[config.mk]
export PLATFORM = sky130hd
export DESIGN_NAME = button_event_qualifier_top
export DESIGN_NICKNAME = d
export VERILOG_FILES = /design/src/design/bevq_pkg.sv /design/src/design/bevq_eval.sv /design/src/design/button_event_qualifier_top.sv
export SDC_FILE = /design/constraint.sdc
export NUM_CORES = 2
export LEC_CHECK = 0
export BUFFER_PORTS_ARGS = -buffer_cell sky130_fd_sc_hd__buf_2
export CAP_MARGIN = 10
export CORE_MARGIN = 3
export CORE_UTILIZATION = 25
export DETAILED_ROUTE_END_ITERATION = 8
export GPL_TIMING_DRIVEN = 1
export PLACE_DENSITY_LB_ADDON = 0.1
export RECOVER_POWER = 25
export SLEW_MARGIN = 20
export SYNTH_ARGS = -nofsm -noshare
export SYNTH_HDL_FRONTEND = slang
export SYNTH_HIERARCHICAL = 1
export SYNTH_SLANG_ARGS = --single-unit
[constraint.sdc]
create_clock -name clk -period 26 [get_ports clk]
set_clock_uncertainty 0.15 [all_clocks]
set_input_delay 5.2 -clock clk [delete_from_list [all_inputs] [get_ports clk]]
set_output_delay 5.2 -clock clk [all_outputs]
set_load 0.005 [all_outputs]
[src/design/bevq_pkg.sv]
// Package for the button event qualifier: shared types and constants.
// Used by bevq_eval and button_event_qualifier_top; depends on nothing.
`default_nettype none

package bevq_pkg;

	localparam logic [2:0] FILTER_COUNT = 3'd5;

	typedef enum logic [2:0] {
		EV_PRESSED  = 3'd0,
		EV_RELEASED = 3'd1,
		EV_DOUBLE   = 3'd2,
		EV_TRIPLE   = 3'd3,
		EV_LONG     = 3'd4,
		EV_REPEAT   = 3'd5
	} ev_kind_t;

	typedef enum logic [2:0] {
		REG_IDLE_LEVELS  = 3'd0,
		REG_BUTTON_COUNT = 3'd1,
		REG_HOLD_LONG    = 3'd2,
		REG_HOLD_REPEAT  = 3'd3,
		REG_CLICK_WINDOW = 3'd4
	} reg_idx_t;

	typedef struct packed {
		logic [7:0]  idle_levels;
		logic [3:0]  button_count;
		logic [31:0] hold_long;
		logic [31:0] hold_repeat;
		logic [31:0] click_window;
	} cfg_t;

	typedef struct packed {
		logic [2:0]  dsum;
		logic [2:0]  scnt;
		logic        stable;
		logic [31:0] press_t;
		logic [31:0] rep_t;
		logic [31:0] lpress_t;
		logic        lpress_v;
		logic [1:0]  clicks;
		logic        hold_act;
		logic        hold_rep;
	} btn_state_t;

	typedef struct packed {
		logic [2:0]  button_index;
		logic [2:0]  event_kind;
		logic [31:0] held_ticks;
		logic        last_event;
	} event_t;

endpackage

`default_nettype wire

[src/design/bevq_eval.sv]
// Per-sample evaluation: debounce filter, press/release, click and hold logic.
// Pure combinational; depends on bevq_pkg.
`default_nettype none

module bevq_eval
	import bevq_pkg::*;
(
	input  wire cfg_t         cfg,
	input  wire logic [2:0]   button,
	input  wire logic         raw_level,
	input  wire logic [31:0]  now_tick,
	input  wire btn_state_t   cur,
	output btn_state_t        nxt,
	output event_t [2:0]      events,
	output logic [1:0]        ev_cnt
);

	function automatic event_t mk_event(logic [2:0] b, ev_kind_t k, logic [31:0] t);
		event_t e;
		e.button_index = b;
		e.event_kind   = k;
		e.held_ticks   = t;
		e.last_event   = 1'b0;
		return e;
	endfunction

	logic [2:0]  sum_n, cnt_n;
	logic        lvl, settled, idle, changed, pressed, released;
	logic [31:0] pt, rt, d_press, d_rep, d_lp;
	logic        ha, hr, fire_rep, fire_long, dbl, tpl;
	logic [1:0]  clicks, clicks_inc, n;
	logic [3:0]  cand_vld;
	event_t [3:0] cand;

	always_comb begin
		sum_n = cur.dsum + 3'(raw_level);
		cnt_n = (cur.scnt < FILTER_COUNT) ? cur.scnt + 3'd1 : cur.scnt;
		nxt = cur;
		nxt.dsum = sum_n;
		nxt.scnt = cnt_n;
		lvl = 1'b0;
		settled = 1'b0;
		if (cnt_n >= FILTER_COUNT) begin
			if (sum_n == FILTER_COUNT) begin
				nxt.dsum = FILTER_COUNT - 3'd1;
				lvl = 1'b1;
				settled = 1'b1;
			end else if (sum_n == 3'd0) begin
				settled = 1'b1;
			end else begin
				// disagreeing samples in the window: restart the filter
				nxt.dsum = 3'd0;
				nxt.scnt = 3'd0;
			end
		end

		idle     = cfg.idle_levels[button];
		changed  = settled && (lvl != cur.stable);
		pressed  = changed && (lvl != idle);
		released = changed && (lvl == idle);

		pt = pressed ? now_tick : (released ? 32'd0 : cur.press_t);
		rt = released ? 32'd0 : cur.rep_t;
		d_press = now_tick - pt;
		d_rep   = now_tick - rt;
		d_lp    = now_tick - cur.lpress_t;

		ha = cur.hold_act;
		hr = cur.hold_rep;
		fire_rep = 1'b0;
		if (settled && (lvl != idle) && (d_press >= cfg.hold_long)) begin
			if (ha) begin
				if (d_rep >= cfg.hold_repeat) begin
					rt = now_tick;
					fire_rep = 1'b1;
				end
			end else begin
				rt = now_tick;
				ha = 1'b1;
				hr = 1'b0;
			end
		end

		clicks = cur.clicks;
		clicks_inc = cur.clicks + 2'd1;
		dbl = 1'b0;
		tpl = 1'b0;
		if (pressed) begin
			if (!cur.lpress_v || (d_lp >= cfg.click_window)) begin
				clicks = 2'd0;
			end else if (clicks_inc == 2'd1) begin
				clicks = clicks_inc;
				dbl = 1'b1;
			end else begin
				clicks = 2'd0;
				tpl = 1'b1;
			end
			nxt.lpress_t = now_tick;
			nxt.lpress_v = 1'b1;
		end
		if (released) begin
			ha = 1'b0;
		end

		fire_long = 1'b0;
		if (settled && !hr && ha) begin
			hr = 1'b1;
			fire_long = 1'b1;
		end

		nxt.stable   = settled ? lvl : cur.stable;
		nxt.press_t  = pt;
		nxt.rep_t    = rt;
		nxt.clicks   = clicks;
		nxt.hold_act = ha;
		nxt.hold_rep = hr;

		// candidates in output order, then packed down to at most three
		cand_vld = {fire_rep, fire_long, changed, dbl | tpl};
		cand[0] = mk_event(button, dbl ? EV_DOUBLE : EV_TRIPLE, 32'd0);
		cand[1] = mk_event(button, pressed ? EV_PRESSED : EV_RELEASED, 32'd0);
		cand[2] = mk_event(button, EV_LONG, d_press);
		cand[3] = mk_event(button, EV_REPEAT, d_press);

		events = '0;
		n = 2'd0;
		for (int i = 0; i < 4; i++) begin
			if (cand_vld[i] && (n != 2'd3)) begin
				events[n] = cand[i];
				n = n + 2'd1;
			end
		end
		if (n != 2'd0) begin
			events[n - 2'd1].last_event = 1'b1;
		end
		ev_cnt = n;
	end

endmodule

`default_nettype wire

[src/design/button_event_qualifier_top.sv]
// Button event qualifier top: one input word in s1, evaluation, 3-deep result buffer.
// Result words come from the result buffer, loaded from s1 once it will be empty.
// Throughput: one sample per cycle if it yields at most one event and m_tready is high;
// a sample with more events holds the input side until the buffer is down to its last word.
// Reset (arst_n, async): all per-button state cleared, registers to their defaults.
// Depends on bevq_pkg and bevq_eval.
`default_nettype none

module button_event_qualifier_top
	import bevq_pkg::*;
#(
	parameter int BUTTONS = 8
) (
	input  wire logic         clk,
	input  wire logic         arst_n,
	input  wire logic         psel,
	input  wire logic         penable,
	input  wire logic         pwrite,
	input  wire logic [4:0]   paddr,
	input  wire logic [31:0]  pwdata,
	output logic [31:0]       prdata,
	output logic              pready,
	input  wire logic         s_tvalid,
	output logic              s_tready,
	input  wire logic [39:0]  s_tdata,   // button[2:0], raw_level[3], now_tick[35:4]
	output logic              m_tvalid,
	input  wire logic         m_tready,
	output logic [39:0]       m_tdata,   // button_index[2:0], held_ticks[34:3]
	output logic [2:0]        m_tuser,   // event_kind[2:0]
	output logic              m_tlast
);

	localparam int BIDX_W = (BUTTONS > 1) ? $clog2(BUTTONS) : 1;

	cfg_t cfg_q;

	logic              item_vld_s1;
	logic [2:0]        button_s1;
	logic              raw_s1;
	logic [31:0]       now_s1;

	btn_state_t        st_q [BUTTONS];
	logic [BIDX_W-1:0] bidx_s1;
	logic              in_range_s1;
	btn_state_t        cur_st, nxt_st;

	event_t [2:0]      new_ev;
	logic [1:0]        new_cnt;
	event_t [2:0]      ev_q;
	logic [1:0]        ev_cnt_q;
	logic              eval_go;

	// configuration port
	assign pready = 1'b1;

	always_ff @(posedge clk or negedge arst_n) begin
		if (!arst_n) begin
			cfg_q.idle_levels  <= 8'd0;
			cfg_q.button_count <= 4'd8;
			cfg_q.hold_long    <= 32'd3000;
			cfg_q.hold_repeat  <= 32'd1000;
			cfg_q.click_window <= 32'd300;
		end else if (psel && penable && pwrite) begin
			unique case (paddr[4:2])
				REG_IDLE_LEVELS:  cfg_q.idle_levels  <= pwdata[7:0];
				REG_BUTTON_COUNT: cfg_q.button_count <= pwdata[3:0];
				REG_HOLD_LONG:    cfg_q.hold_long    <= pwdata;
				REG_HOLD_REPEAT:  cfg_q.hold_repeat  <= pwdata;
				REG_CLICK_WINDOW: cfg_q.click_window <= pwdata;
				default: ;
			endcase
		end
	end

	always_comb begin
		unique case (paddr[4:2])
			REG_IDLE_LEVELS:  prdata = 32'(cfg_q.idle_levels);
			REG_BUTTON_COUNT: prdata = 32'(cfg_q.button_count);
			REG_HOLD_LONG:    prdata = cfg_q.hold_long;
			REG_HOLD_REPEAT:  prdata = cfg_q.hold_repeat;
			REG_CLICK_WINDOW: prdata = cfg_q.click_window;
			default:          prdata = 32'd0;
		endcase
	end

	// input stage; evaluated once the result buffer will be empty
	assign eval_go  = item_vld_s1 &&
	                  ((ev_cnt_q == 2'd0) || ((ev_cnt_q == 2'd1) && m_tready));
	assign s_tready = !item_vld_s1 || eval_go;

	always_ff @(posedge clk or negedge arst_n) begin
		if (!arst_n) begin
			item_vld_s1 <= 1'b0;
		end else if (s_tready) begin
			item_vld_s1 <= s_tvalid;
		end
	end

	always_ff @(posedge clk) begin
		if (s_tvalid && s_tready) begin
			button_s1 <= s_tdata[2:0];
			raw_s1    <= s_tdata[3];
			now_s1    <= s_tdata[35:4];
		end
	end

	assign in_range_s1 = ({1'b0, button_s1} < cfg_q.button_count) &&
	                     (int'(button_s1) < BUTTONS);
	assign bidx_s1 = BIDX_W'(button_s1);
	assign cur_st  = st_q[bidx_s1];

	bevq_eval u_eval (
		.cfg       (cfg_q),
		.button    (button_s1),
		.raw_level (raw_s1),
		.now_tick  (now_s1),
		.cur       (cur_st),
		.nxt       (nxt_st),
		.events    (new_ev),
		.ev_cnt    (new_cnt)
	);

	// per-button state, written back as the sample leaves s1
	always_ff @(posedge clk or negedge arst_n) begin
		if (!arst_n) begin
			for (int i = 0; i < BUTTONS; i++) begin
				st_q[i] <= '0;
			end
		end else if (eval_go && in_range_s1) begin
			st_q[bidx_s1] <= nxt_st;
		end
	end

	// result buffer: slot 0 is on the port, pops shift the rest down
	always_ff @(posedge clk or negedge arst_n) begin
		if (!arst_n) begin
			ev_cnt_q <= 2'd0;
		end else if (eval_go) begin
			ev_cnt_q <= in_range_s1 ? new_cnt : 2'd0;
		end else if (m_tvalid && m_tready) begin
			ev_cnt_q <= ev_cnt_q - 2'd1;
		end
	end

	always_ff @(posedge clk) begin
		if (eval_go) begin
			ev_q <= new_ev;
		end else if (m_tvalid && m_tready) begin
			ev_q[0] <= ev_q[1];
			ev_q[1] <= ev_q[2];
		end
	end

	assign m_tvalid = (ev_cnt_q != 2'd0);
	assign m_tdata  = {5'd0, ev_q[0].held_ticks, ev_q[0].button_index};
	assign m_tuser  = ev_q[0].event_kind;
	assign m_tlast  = ev_q[0].last_event;

`ifndef ASSERT_OFF
	a_stall_has_item: assert property (@(posedge clk) disable iff (!arst_n)
		!s_tready |-> item_vld_s1)
		else $error("input stalled with no sample held");
	a_last_word_tagged: assert property (@(posedge clk) disable iff (!arst_n)
		(m_tvalid && (ev_cnt_q == 2'd1)) |-> m_tlast)
		else $error("final buffered word lacks tlast");
	a_no_early_last: assert property (@(posedge clk) disable iff (!arst_n)
		(ev_cnt_q == 2'd2 || ev_cnt_q == 2'd3) |-> !m_tlast)
		else $error("tlast set before the final word");
	a_filter_bound: assert property (@(posedge clk) disable iff (!arst_n)
		(item_vld_s1 && in_range_s1) |-> (cur_st.scnt <= FILTER_COUNT))
		else $error("sample count beyond filter length");
`endif

endmodule

`default_nettype wire

; Word level (Yosys, flattened, before mapping)
; Cells that the tools add are included.
[word_totals]
output_inout_bits = 79
elab_cells = 257
in_bits = 84
ff_bits = 1128
[classes]
n_bitwise = 2
reduce_logical = 39
order_cmp = 17
addsub = 11
n_mux = 73
eq_ne = 13
[op_table]
columns = operator, count
row1 = 864-bit bitwise mux, 1
row2 = 117-bit bitwise mux, 4
row3 = 117-bit two-way mux, 4
row4 = 108-bit binary-select mux with 3-bit select, 1
row5 = 108-bit demux with 3-bit select, 1
row6 = 108-bit two-way mux, 3
row7 = 39-bit demux with 2-bit select, 4
row8 = 32-bit two-way mux, 6
row9 = 32-bit one-hot mux with 5 select lines, 1
row10 = 39-bit two-way mux, 4
row11 = 78-bit two-way mux, 2
row12 = 32-bit >= comparator, 3
row13 = 32-bit subtractor, 3
row14 = 33-bit two-way mux, 1
row15 = 1-bit two-way mux, 26
row16 = 1-bit logical AND, 22
row17 = 2-bit two-way mux, 9
row18 = 6-bit two-way mux, 2
row19 = 2-bit AND reduction, 5
row20 = 2-bit by 3-bit less-than comparator with 1-bit output (second input constant), 3
row21 = 3-bit two-way mux, 3
row22 = 2-bit by 1-bit adder with 2-bit output (second input constant), 3
row23 = 3-bit by 2-bit == test with 1-bit output (second input constant), 2
row24 = 3-bit == test (second input constant), 2
row25 = 27 further kinds, 40

; Longest topological paths before layout
[logic_depth]
ltp_word = 34
depth_mapped = 50
mapped_depth_nobuf = 42

; By module
; The synthesis kept the hierarchy.
[modules_own_cells]
columns = module, area_each_um2, seq_area_each_um2, n_inst, cells_each
row1 = button_event_qualifier_top, 49522.5, 29015.3, 1, 3456
row2 = bevq_eval, 9826.9, 0.0, 1, 1557

; Worst setup path after synthesis
; No wires, ideal clock.
[synth_path]
path_type = input -> output
from = input paddr[2]
to = output prdata[11]
setup_slack_ps = 14200
t_required_ps = 20650
n_path_buf = 3
stages = 5
arrival_ps = 6450
path_cell_list = clkbuf_1 buf_2 buf_1 mux2i_1 o21ai_0
[synth_between]
elab_chain_len = 2
elab_cells_between_ends = 6
classes_between = eq/ne: 4 / mux: 1 / reduce/logical: 1
[synth_rtl]
columns = element, line
row1 = "start, declared", button_event_qualifier_top.sv:19  ; input wire logic [4:0] paddr,
row2 = "3-bit == test, or another cell as far along", button_event_qualifier_top.sv:76  ; unique case (paddr[4:2])
row3 = 32-bit one-hot mux with 5 select lines (*), button_event_qualifier_top.sv:76
row4 = "end, declared", button_event_qualifier_top.sv:21  ; output logic [31:0] prdata,
; Mark *: on every way between the ends. The rest lies on a longest branch, timed or not.

==> impl_results.md <==
* Status: finished, violations left
* Failing checks: capacitance limit, slew limit
* Largest net degree at the start of global routing at 145
* Top_reg_cell synth: dfrtp_1
* CP most frequent cell: clkbuf_1
* Final Max Tran Viols at 671
* Crit path max-delay family: buffers and inverters
* Post-Syn Area at 0.0593 mm2
* Core area at 0.236 mm2
* Hold Fails Final Rpt at 0
* Worst path cell trace: clkbuf_1 > clkbuf_1
* Share of cells above drive strength 1 at 31.1%
* Post-synthesis register bit count at 1128
* Clock Tree Buf Depth at 3
* Leakage at 0.0313 uW
* Vias in the first global route at 41.7k
* Overflow after GRT at 0
* Setup TNS Final at 0 ns
* # H-tree levels at 4
* RSZ-0062 raised after global routing: false
* Gpl congestion at 0.807
* Worst setup SP type: primary input
* Max Cap Violations at 13
* Synth async-reset ratio at 86.4%
* Post-CTS Setup Bufs at 0
* Drt total wl at 222000 um
* Worst Path Arrival at 14.49 ns
* Post-route antenna net violation count at 0
* Die Y at 493 um
* Initial DRC Count at 2595
* Post-synth cell types at slightly above 80
* Critical Path Max Stage Delay at around 5.2 ns
* Pwr dens at 101 mW/mm2
* Nets@finish at 5388
* Clk pin slew, worst setup/hold paths at 0.05 ns
* CTS tree: built
* Drt wl/cell at 26.5 um
* Multi-input gate area at 0.0278 mm2
* Avg Cell Area, Syn at 11.8 um2
* DRC at 0
* Relative slew slack at -377%
* Clock sink count at about 1.1k
* TritonRoute pass-1 iters at 5
* Dpl hpwl at 144000 um
* CP bufs+invs at 2
* Die area at ~0.24 mm2
* Fin crit share at around 60%
* Placement Setup Slack at 10.68 ns
* Die Wd at 493 um
* Synthesis Warnings at 6
* WS Path Type: primary input to async pin
* Post-synthesis sequential area ratio at just under 50%
* Clock latency on the worst-skew pair at 0.79 ns
* Worst min path class: flop to flop
* Post-CTS resize count at 0
* Setup violators final at 0
* Period minus WS final at ~16 ns
* Worst vdd ir at 0.0781 mV
* Initial antenna violation count at 10
* Filler cells at 24.4k
* CTS Hold Bufs at 0
* Number of synthesized flops with an enable pin at 153
* First-pass GRT wire length at 317000 um
* Element type at the critical path end: async pin
* F_max at 64.4 MHz
* Slowest stage cell, crit path: clkbuf_1
* Slew of the pin with the lowest slew margin at between 7 and 8 ns
* Worst Path Max Fanout at 125
* Data required time of the worst path at 24.96 ns
* Sequential Area at 0.0290 mm2
* GRT Total Usage at 17.9%
* Initial Utilization at 25.2%
* Synthesized netlist cell count at 5013
* CTS buffer count at 140
* Site Rows at 178
* Area grow syn2layout at 14.5%
* IO buf count at 150
* Via count at between 40k and 50k
* Total I/O pin count at between 150 and 200
* Clock root buffer: clkbuf_16
* Setup ws final at between 10 and 15 ns
* Via density per instance at 4.91
## cells in the final DEF (no fill, tap or decap), drive strengths merged, types with 118 or more instances in the layout
| cell type | n |
|---|---|
| inv | 264 |
| ha | 205 |
| a21oi | 130 |
| dfrtp | 957 |
| o21ai | 146 |
| mux2 | 1070 |
| clkbuf | 249 |
| a221oi | 118 |
| edfxtp | 153 |
| nand2 | 491 |
| a22oi | 142 |
| nor2 | 192 |
| buf | 245 |
## area by class of cell
type	instances	share of cell area, %
diodes	1	0.00368
clock buffers	215	6.11
clock inverters	35	0.586
inverters	261	1.44
multi-input cells	3286	40.9
flip-flops and latches	1128	42.7
well taps	3150	5.80
repair buffers	279	2.49
## registers in the layout, summed over array words and instances (netlist names), 2 cells and up
signal / count
st_q: 864
ev_cnt_q: 2
m_tuser: 3
ev_q: 78
bidx_s1: 3
m_tdata: 35
now_s1: 32
cfg_q: 108
## synthesized netlist by cell type (all sizes together), types with 16 or more instances
| cell | count | share of area, % |
|---|---|---|
| edfxtp | 153 | 7.7 |
| o221ai | 42 | 0.62 |
| a22oi | 142 | 1.8 |
| nand2 | 491 | 3.1 |
| dfrtp | 957 | 40 |
| o21ai | 146 | 1.2 |
| nor2 | 192 | 1.2 |
| o21bai | 16 | 0.20 |
| mux2i | 109 | 1.8 |
| mux2 | 1070 | 21 |
| nand4 | 21 | 0.22 |
| a221oi | 118 | 1.7 |
| nand2b | 19 | 0.20 |
| o22ai | 45 | 0.47 |
| clkbuf | 145 | 0.92 |
| nor3 | 30 | 0.35 |
| a21oi | 130 | 1.1 |
| dfstp | 18 | 0.80 |
| inv | 260 | 1.6 |
| ha | 205 | 4.3 |
| xor2 | 33 | 0.49 |
| buf | 198 | 2.0 |
| a21o | 83 | 1.0 |
| a211oi | 17 | 0.22 |
| o22a | 27 | 0.40 |
| nor2b | 26 | 0.27 |
| mux4 | 40 | 1.5 |
| o21a | 19 | 0.24 |
| nand3 | 61 | 0.51 |
| xnor2 | 52 | 0.77 |
## power breakdown
part	switching, uW	leakage [uW]	internal [uW]
Clock	807	0.00221	1160
Sequential	182	0.0147	2170
Combinational	1630	0.0144	901
## logic make-up after synthesis
family | Yosys count | share of synthesized area (%)
XOR/XNOR | 85 | 1.25
buffers and inverters | 604 | 4.55
adder cells (fa/ha/maj) | 208 | 4.42
flip-flops | 1128 | 48.9
AND/OR/NAND/NOR | 897 | 6.56
other | 3 | 0.0190
AO/OA/AOI/OAI | 869 | 10.3
multiplexers | 1219 | 24.0
## per-layer routing
layer  part of all wire [%]  GRT usage, %
met1                     49          25.9
met2                     46          28.3
met3                    3.5          2.23
met4                    2.1          4.21
met5                      0             0
## worst reg2reg max path, delay by kind of cell, from the launching register on
| family | cells | cell delay (ns) |
|---|---|---|
| multiplexers | 1 | 0.29 |
| XOR/XNOR | 1 | 0.81 |
| AO/OA/AOI/OAI | 14 | 5.96 |
| buffers and inverters | 7 | 2.54 |
| adder cells (fa/ha/maj) | 4 | 1.41 |
| AND/OR/NAND/NOR | 10 | 3.44 |
| flip-flops | 1 | 0.74 |
## path summary, 6_finish.rpt
kind                             from   endpoint  slack [ns]  depth (start not counted)
min in group asynchronous      arst_n  st_q[546]        6.33                          1
setup reg to reg           bidx_s1[2]   st_q[37]       10.57                         37
hold reg to reg             st_q[319]  st_q[319]        0.34                          1
max in group clk           bidx_s1[2]   st_q[37]       10.57                         37
hold / removal              st_q[319]  st_q[319]        0.34                          1
setup / recovery               arst_n  st_q[739]       10.47                          2
## stage by stage
stage | util, % | cell area [um2] | total power, uW | std cells | hold slack [ns]
3_5_place_dp | 27.0 | 63500 | 4940 | 8104 | 0.340
6_report | 28.8 | 67900 | 6850 | 8355 | 0.341
3_3_place_gp | 27.0 | 63500 | 4920 | 8104 | 0.332
5_1_grt | 28.8 | 67900 | 7280 | 8355 | 0.361
4_1_cts | 28.9 | 68100 | 6950 | 8354 | 0.353
2_1_floorplan | - | 59400 | 3920 | 5018 | 0.324
No activity file was read; power rests on OpenSTA's default activity.
